`src/rtl/frustum_box_sphere_cull_defines.svh`:
```
// Assertion macros for the frustum culling RTL.
// Included by frustum_box_sphere_cull, which checks its own pipeline control.
`ifndef FRUSTUM_BOX_SPHERE_CULL_DEFINES_SVH
`define FRUSTUM_BOX_SPHERE_CULL_DEFINES_SVH

`ifndef SYNTH
// Same-cycle implication, disabled during reset.
`define FBSC_ASSERT_NOW(label, clk, rst_n, ante, cons) \
    label: assert property (@(posedge clk) disable iff (!rst_n) (ante) |-> (cons)) \
        else $error("fbsc assertion failed");
// Next-cycle implication, disabled during reset.
`define FBSC_ASSERT_NEXT(label, clk, rst_n, ante, cons) \
    label: assert property (@(posedge clk) disable iff (!rst_n) (ante) |=> (cons)) \
        else $error("fbsc assertion failed");
`else
`define FBSC_ASSERT_NOW(label, clk, rst_n, ante, cons)
`define FBSC_ASSERT_NEXT(label, clk, rst_n, ante, cons)
`endif

`endif

```
`src/rtl/fbsc_pkg.sv`:
```
// Shared types and constants for the frustum box/sphere culling block.
// No dependencies; used by fbsc_plane_unit and frustum_box_sphere_cull.
`default_nettype none

package fbsc_pkg;

    localparam int PLANE_COUNT = 6;
    localparam int PLANE_W     = 64;
    localparam int FIELD_W     = 16;
    localparam int RADIUS_W    = 15;
    localparam int CFG_IDX_W   = 3;
    localparam int PROD_W      = 2 * FIELD_W;
    localparam int SUM_W       = PROD_W + 2;
    localparam int THR_W       = FIELD_W + 2;

    typedef enum logic {
        OP_BOX    = 1'b0,
        OP_SPHERE = 1'b1
    } t_op;

    typedef enum logic [CFG_IDX_W-1:0] {
        CFG_PLANE_TOP    = 3'd0,
        CFG_PLANE_RIGHT  = 3'd1,
        CFG_PLANE_BOTTOM = 3'd2,
        CFG_PLANE_LEFT   = 3'd3,
        CFG_PLANE_NEAR   = 3'd4,
        CFG_PLANE_FAR    = 3'd5
    } t_cfg_idx;

    typedef logic signed [FIELD_W-1:0] t_coord;

    typedef struct packed {
        t_coord x;
        t_coord y;
        t_coord z;
    } t_vec3;

    // Load enables for the pipeline stages held inside the plane units.
    typedef struct packed {
        logic s2;
        logic s3;
        logic s4;
    } t_pipe_adv;

endpackage

`default_nettype wire

```
`src/rtl/fbsc_plane_unit.sv`:
```
// One plane's datapath: products, per-axis minimum and sum, threshold compare.
// Depends on fbsc_pkg; stage load enables come from the top level.
`default_nettype none

module fbsc_plane_unit #(
    parameter int NORMAL_FRAC_BITS = 14
) (
    input  logic                                i_clk,
    input  fbsc_pkg::t_pipe_adv                 i_adv,
    input  logic [fbsc_pkg::PLANE_W-1:0]        i_plane,
    input  fbsc_pkg::t_op                       i_op,
    input  fbsc_pkg::t_vec3                     i_a,
    input  fbsc_pkg::t_vec3                     i_b,
    input  logic [fbsc_pkg::RADIUS_W-1:0]       i_radius,
    output logic                                o_outside
);
    import fbsc_pkg::*;

    localparam int SHIFT_W = THR_W + NORMAL_FRAC_BITS;
    localparam int CMP_W   = (SUM_W > SHIFT_W) ? SUM_W : SHIFT_W;

    t_coord w_nx;
    t_coord w_ny;
    t_coord w_nz;
    t_coord w_d;
    logic signed [THR_W-1:0]  n_thr;

    t_op                      r_s2_op;
    logic signed [PROD_W-1:0] r_s2_pa [3];
    logic signed [PROD_W-1:0] r_s2_pb [3];
    logic signed [THR_W-1:0]  r_s2_thr;

    logic signed [PROD_W-1:0] w_term [3];
    logic signed [SUM_W-1:0]  n_sum;
    logic signed [SUM_W-1:0]  r_s3_sum;
    logic signed [THR_W-1:0]  r_s3_thr;

    logic signed [CMP_W-1:0]  w_lhs;
    logic signed [CMP_W-1:0]  w_rhs;
    logic                     r_s4_out;

    assign w_nx = t_coord'(i_plane[63:48]);
    assign w_ny = t_coord'(i_plane[47:32]);
    assign w_nz = t_coord'(i_plane[31:16]);
    assign w_d  = t_coord'(i_plane[15:0]);

    // Both tests compare the dot product against (r - d) scaled to the normal's
    // fraction; the box test uses a zero radius.
    always_comb begin
        if (i_op == OP_SPHERE) begin
            n_thr = signed'(THR_W'(i_radius)) - THR_W'(w_d);
        end else begin
            n_thr = -THR_W'(w_d);
        end
    end

    always_ff @(posedge i_clk) begin
        if (i_adv.s2) begin
            r_s2_op    <= i_op;
            r_s2_pa[0] <= w_nx * i_a.x;
            r_s2_pa[1] <= w_ny * i_a.y;
            r_s2_pa[2] <= w_nz * i_a.z;
            r_s2_pb[0] <= w_nx * i_b.x;
            r_s2_pb[1] <= w_ny * i_b.y;
            r_s2_pb[2] <= w_nz * i_b.z;
            r_s2_thr   <= n_thr;
        end
    end

    // The box corner nearest the inside of the plane takes the smaller term
    // on every axis, whichever order the bounds came in.
    always_comb begin
        for (int k = 0; k < 3; k++) begin
            if (r_s2_op == OP_SPHERE || r_s2_pa[k] < r_s2_pb[k]) begin
                w_term[k] = r_s2_pa[k];
            end else begin
                w_term[k] = r_s2_pb[k];
            end
        end
        n_sum = SUM_W'(w_term[0]) + SUM_W'(w_term[1]) + SUM_W'(w_term[2]);
    end

    always_ff @(posedge i_clk) begin
        if (i_adv.s3) begin
            r_s3_sum <= n_sum;
            r_s3_thr <= r_s2_thr;
        end
    end

    assign w_lhs = CMP_W'(r_s3_sum);
    assign w_rhs = CMP_W'(signed'({r_s3_thr, {NORMAL_FRAC_BITS{1'b0}}}));

    always_ff @(posedge i_clk) begin
        if (i_adv.s4) begin
            r_s4_out <= (w_lhs > w_rhs);
        end
    end

    assign o_outside = r_s4_out;

endmodule

`default_nettype wire

```
`config.mk`:
```
export PLATFORM = sky130hd
export DESIGN_NAME = fbsc_plane_unit
export DESIGN_NICKNAME = d
export VERILOG_FILES = /design/src/rtl/frustum_box_sphere_cull_defines.svh /design/src/rtl/fbsc_pkg.sv /design/src/rtl/fbsc_plane_unit.sv
export SDC_FILE = /design/constraint.sdc
export NUM_CORES = 2
export LEC_CHECK = 0
export ABC_AREA = 1
export BUFFER_PORTS_ARGS = -buffer_cell sky130_fd_sc_hd__buf_2
export CORE_ASPECT_RATIO = 2
export CORE_UTILIZATION = 45
export CTS_CLUSTER_SIZE = 28
export DETAILED_ROUTE_END_ITERATION = 8
export GPL_TIMING_DRIVEN = 0
export HOLD_SLACK_MARGIN = 0.06
export PLACE_DENSITY = 0.62
export SKIP_CTS_REPAIR_TIMING = 1
export SLEW_MARGIN = 40
export SYNTH_ARGS = -nofsm -noshare
export SYNTH_HDL_FRONTEND = slang
export SYNTH_SLANG_ARGS = --single-unit
```
`constraint.sdc`:
```
create_clock -name i_clk -period 11.2 [get_ports i_clk]
set_input_delay 3.36 -clock i_clk [delete_from_list [all_inputs] [get_ports i_clk]]
set_output_delay 3.36 -clock i_clk [all_outputs]
set_load 0.02 [all_outputs]
```
---- Word level (Yosys, flattened, before mapping) ----
Memory sizes are Yosys's and may differ from the RTL's.
Index checks and enable logic that the tools add are counted.
cells by class
  add/subtract/negate cells ............... 4
  multipliers ............................. 6
  magnitude comparators ................... 4
  mux-type cells .......................... 6
  reduce and logical (&&, ||, !) cells .... 3
operator list
  kind                number
  $mul A16 B16 Y32    6
  $lt A32 B32 Y1      3
  $mux W32            3
  $add A33 B32 Y34    1
  $gt A34 B32 Y1      1
  $add A32 B32 Y33    1
  $mux W18            1
  $neg A16 Y18        1
  $sub A16 B16 Y17    1
  $logic_or A1 B1 Y1  3
  $mux W1             2
word-level totals
  register bits ........................... 72
  RAM bits ................................ 192
  input port bits ......................... 180
  output and inout bits ................... 1
  logic and storage cells ................. 30
  memories kept ........................... 2
memory list
  name     depth  bits a word  rd ports  clocked after memory_dff  write ports  line                   source
  r_s2_pa  3      32           3         0                         3            fbsc_plane_unit.sv:29  logic signed [PROD_W-1:0] r_s2_pa [3];
  r_s2_pb  3      32           3         0                         3            fbsc_plane_unit.sv:30  logic signed [PROD_W-1:0] r_s2_pb [3];

---- Longest topological paths before layout ----
An unclocked memory read counts as a cell.
  word-level depth ........................ 6
  mapped depth ............................ 32
  depth with buffers taken out ............ 31

---- Worst setup path after synthesis ----
Ideal clock, no wire load.
  path kind ............................... input-to-reg
  from .................................... input port i_b[5] in the netlist's numbering
  to ...................................... memory r_s2_pb[0][95] in the netlist's numbering, data pin
  arrival time ............................ 8.520 ns
  data required time ...................... 10.939 ns
  path slack .............................. 2.419 ns
  stages .................................. 20
  path buffers ............................ 2
  cell sequence ........................... clkbuf_1 > clkbuf_1 > nand2_1 > fa_1 > inv_1 > fa_1 > fa_1 > fa_1 > fa_1 > inv_1 > fa_1 > inv_1 > ha_1 > a21oi_1 > o21ai_0 > a21oi_1 > nor2_1 > or2_2 > a21oi_2 > xor2_1
RTL lines
  item                line                   source
  start: declaration  fbsc_plane_unit.sv:13  input fbsc_pkg::t_vec3 i_b,
  end: declaration    fbsc_plane_unit.sv:30

==> metrics <==
setup ws final 1.07 ns; DRT antenna net count 0; critical path cell sequence clkbuf_1, clkbuf_1, nand2_1, fa_1, inv_1, fa_1, fa_1, inv_1, fa_1, fa_1, fa_1, inv_1, ha_1, nand2_1, a21oi_1, a211oi_1, o21ai_0, or2_2, a21oi_2, xor2_1; First-pass DRT Iterations 5; largest net degree at the start of global routing 82; crit-path max cell delay 0.80 ns; crit end category register; crit path buf inv count 5; WL/cell 22.1 microns; WP depth 20; max cap viols 0; num ports 181; placed wire-length estimate 237 mm; Final TNS setup 0 ns; status finished clean; fmax 98.7 MHz; xor/xnor cell area share of the yosys netlist 0.0281; sequential area share after synthesis 0.101; Worst Setup SP i_b[5]; syn_nets 12.1k; main combinational cell family by area after synthesis adder cells; Max Clock Skew 0.0250 ns; Setup crit end r_s2_pb[0][95]; Req. time, crit path 11.47 ns; Die ar. 176000 sq um; WHS 0.418 ns; Setup crit start kind input pin; slowest CP cell fa_1; Num CTS Buffers 24; root buf cell clkbuf_16; # setup viols final 0; die width 297 microns; M3 GR Usage 0.0323; fin crit share 0.905; die height 592 microns; EDFF count, synth 264; starting density of the core 0.452; final WL 267 mm; r2r setup slk 6.22 ns; Setup WS pre-CTS 0.641 ns; Compound-Gate Fraction of Synth Area 0.0431; layout cell share with drive strength beyond 1 0.0317; Tmin final 10.13 ns; most frequent CP cell fa_1; initial antenna violation count 16; CP max FO 10; Max Root-Sink Buffers 3; Seq cells post-synth 264; first-pass GRT wire length 403 mm; Slew Limit Fails 0; post-synth cell types 57; nets 12.2k; row count 216; clk slew on worst S/H paths 0.07 ns; Crit path arrival time 10.40 ns; mux contribution to synthesized area 0; Crit path max-delay family adder cells; I/O Buffers 90; Synth Area in Simple Gates 0.152; mapped cell area 78200 sq um; TritonCTS clock tree yes; Critical R2R Launch r_s2_pa[0][25]; total gr overflow 0; Core Region 173000 sq um; H-tree depth 1; asr flop ratio synth 0; yosys warns 0; Global Route Usage Sum 0.309; Worst R2R Path Depth 22; Hold Path Class register to register; Worst Hold Launch r_s2_thr[9]; P&R area growth vs syn 5.51%; Vias 61.7k; RSZ-0062 raised after global routing false; global-route track usage on met2 0.596; Final Hold Vio Count 0; number of global-route vias before repair 68.2k; GRT busiest layer met2; post-synthesis adder-cell area fraction 0.515; main flop type after synthesis edfxtp_1; mean post-synth cell area 8.12 sq um; Via density 5.12; DRC errors left 0; relative slew slack 0.371; Routability Congestion 1.04; reg-to-reg critical path endpoint r_s3_sum[18]; CP Class input pin to register; Cells after Synth 9637; Iter 0 DRT Violations 3109; worst slew pin tran 0.943 ns; met1 Use GR 0.275; latest clock arrival within the worst-skew pair 0.56 ns; clock sink count 264
## cells in the mapped netlist (all sizes together) (2+ instances only)
cell type	n	area, sq um
nor3	39	226
a31o	5	43.8
o21a	8	60.1
inv	2938	11000
clkbuf	333	1250
a31oi	22	138
xnor2	92	806
nand3b	7	52.6
a21oi	291	1470
o211ai	8	60.1
and3	4	25.0
nor4	13	100
or2	13	81.3
and2	2	12.5
nand3	124	658
a21boi	16	139
buf	37	219
a221oi	7	61.3
xor2	159	1390
a211oi	9	67.6
o21ai	167	862
nand4	150	951
fa	1606	32200
ha	653	8170
edfxtp	264	7930
nand2	2280	8560
a21o	29	218
o21bai	25	199
nor2	327	1230
## placed cells by master, fill, tap and decap left out, drive strengths merged, types with 150 or more instances in the layout
cell	n
a21oi	291
nand2	2280
fa	1606
xor2	159
clkbuf	359
ha	653
nor2	327
nand4	150
inv	2942
edfxtp	264
o21ai	167
## per-stage QoR
stage | std cells | area, sq um | utilization
final | 12100 | 82500 | 0.477
after floorplan | 9637 | 78200 | -
after global placement | 12000 | 81600 | 0.471
after global routing | 12100 | 82500 | 0.477
after CTS | 12100 | 82500 | 0.477
after detailed placement | 12000 | 81700 | 0.473
## worst min path at each step
stage,end,slack [ns],cells after the start
global route,r_s3_thr[11],0.42,0
CTS,r_s3_thr[9],0.42,0
finish,r_s3_thr[9],0.42,0
detailed placement,r_s3_thr[17],0.41,0
floorplan,r_s3_thr[0],0.40,0
global placement,r_s3_thr[6],0.40,0
## logic make-up (layout without fill, tap and decap cells)
| kind of cell | after synthesis | in the layout |
|---|---|---|
| fa+ha+maj | 2259 | 2259 |
| xor+xnor | 251 | 251 |
| simple gates | 2961 | 2961 |
| compound gates | 593 | 593 |
| flops | 264 | 264 |
| buf+inv | 3309 | 3445 |
| other cells | 0 | 5 |
## registers in the layout, indices dropped and copies added (netlist names)
signal	count
o_outside	1
r_s2_op	1
r_s2_pa	96
r_s2_pb	96
r_s2_thr	18
r_s3_sum	34
r_s3_thr	18
## routing by layer
metal	vias up	wire length [microns]
li1	28100	-
met1	30600	79400
met2	2025	145000
met3	1002	11200
met4	14	31400
met5	-	88
## final cells by class
class                      instances  area (sq um)
clock buffer                      26           629
antenna                            5          12.5
clock inverter                    17           153
tap                             2289          2860
buffer                           370          1580
fill                           17300         90400
multi-input combinational       6064         57800
timing repair buffer              93           529
sequential                       264          7930
inverter                        2939         11000
Power is left out: the tool's default activity adds up to more than one toggle a clock period on the data nets, which glitch-free logic cannot reach.
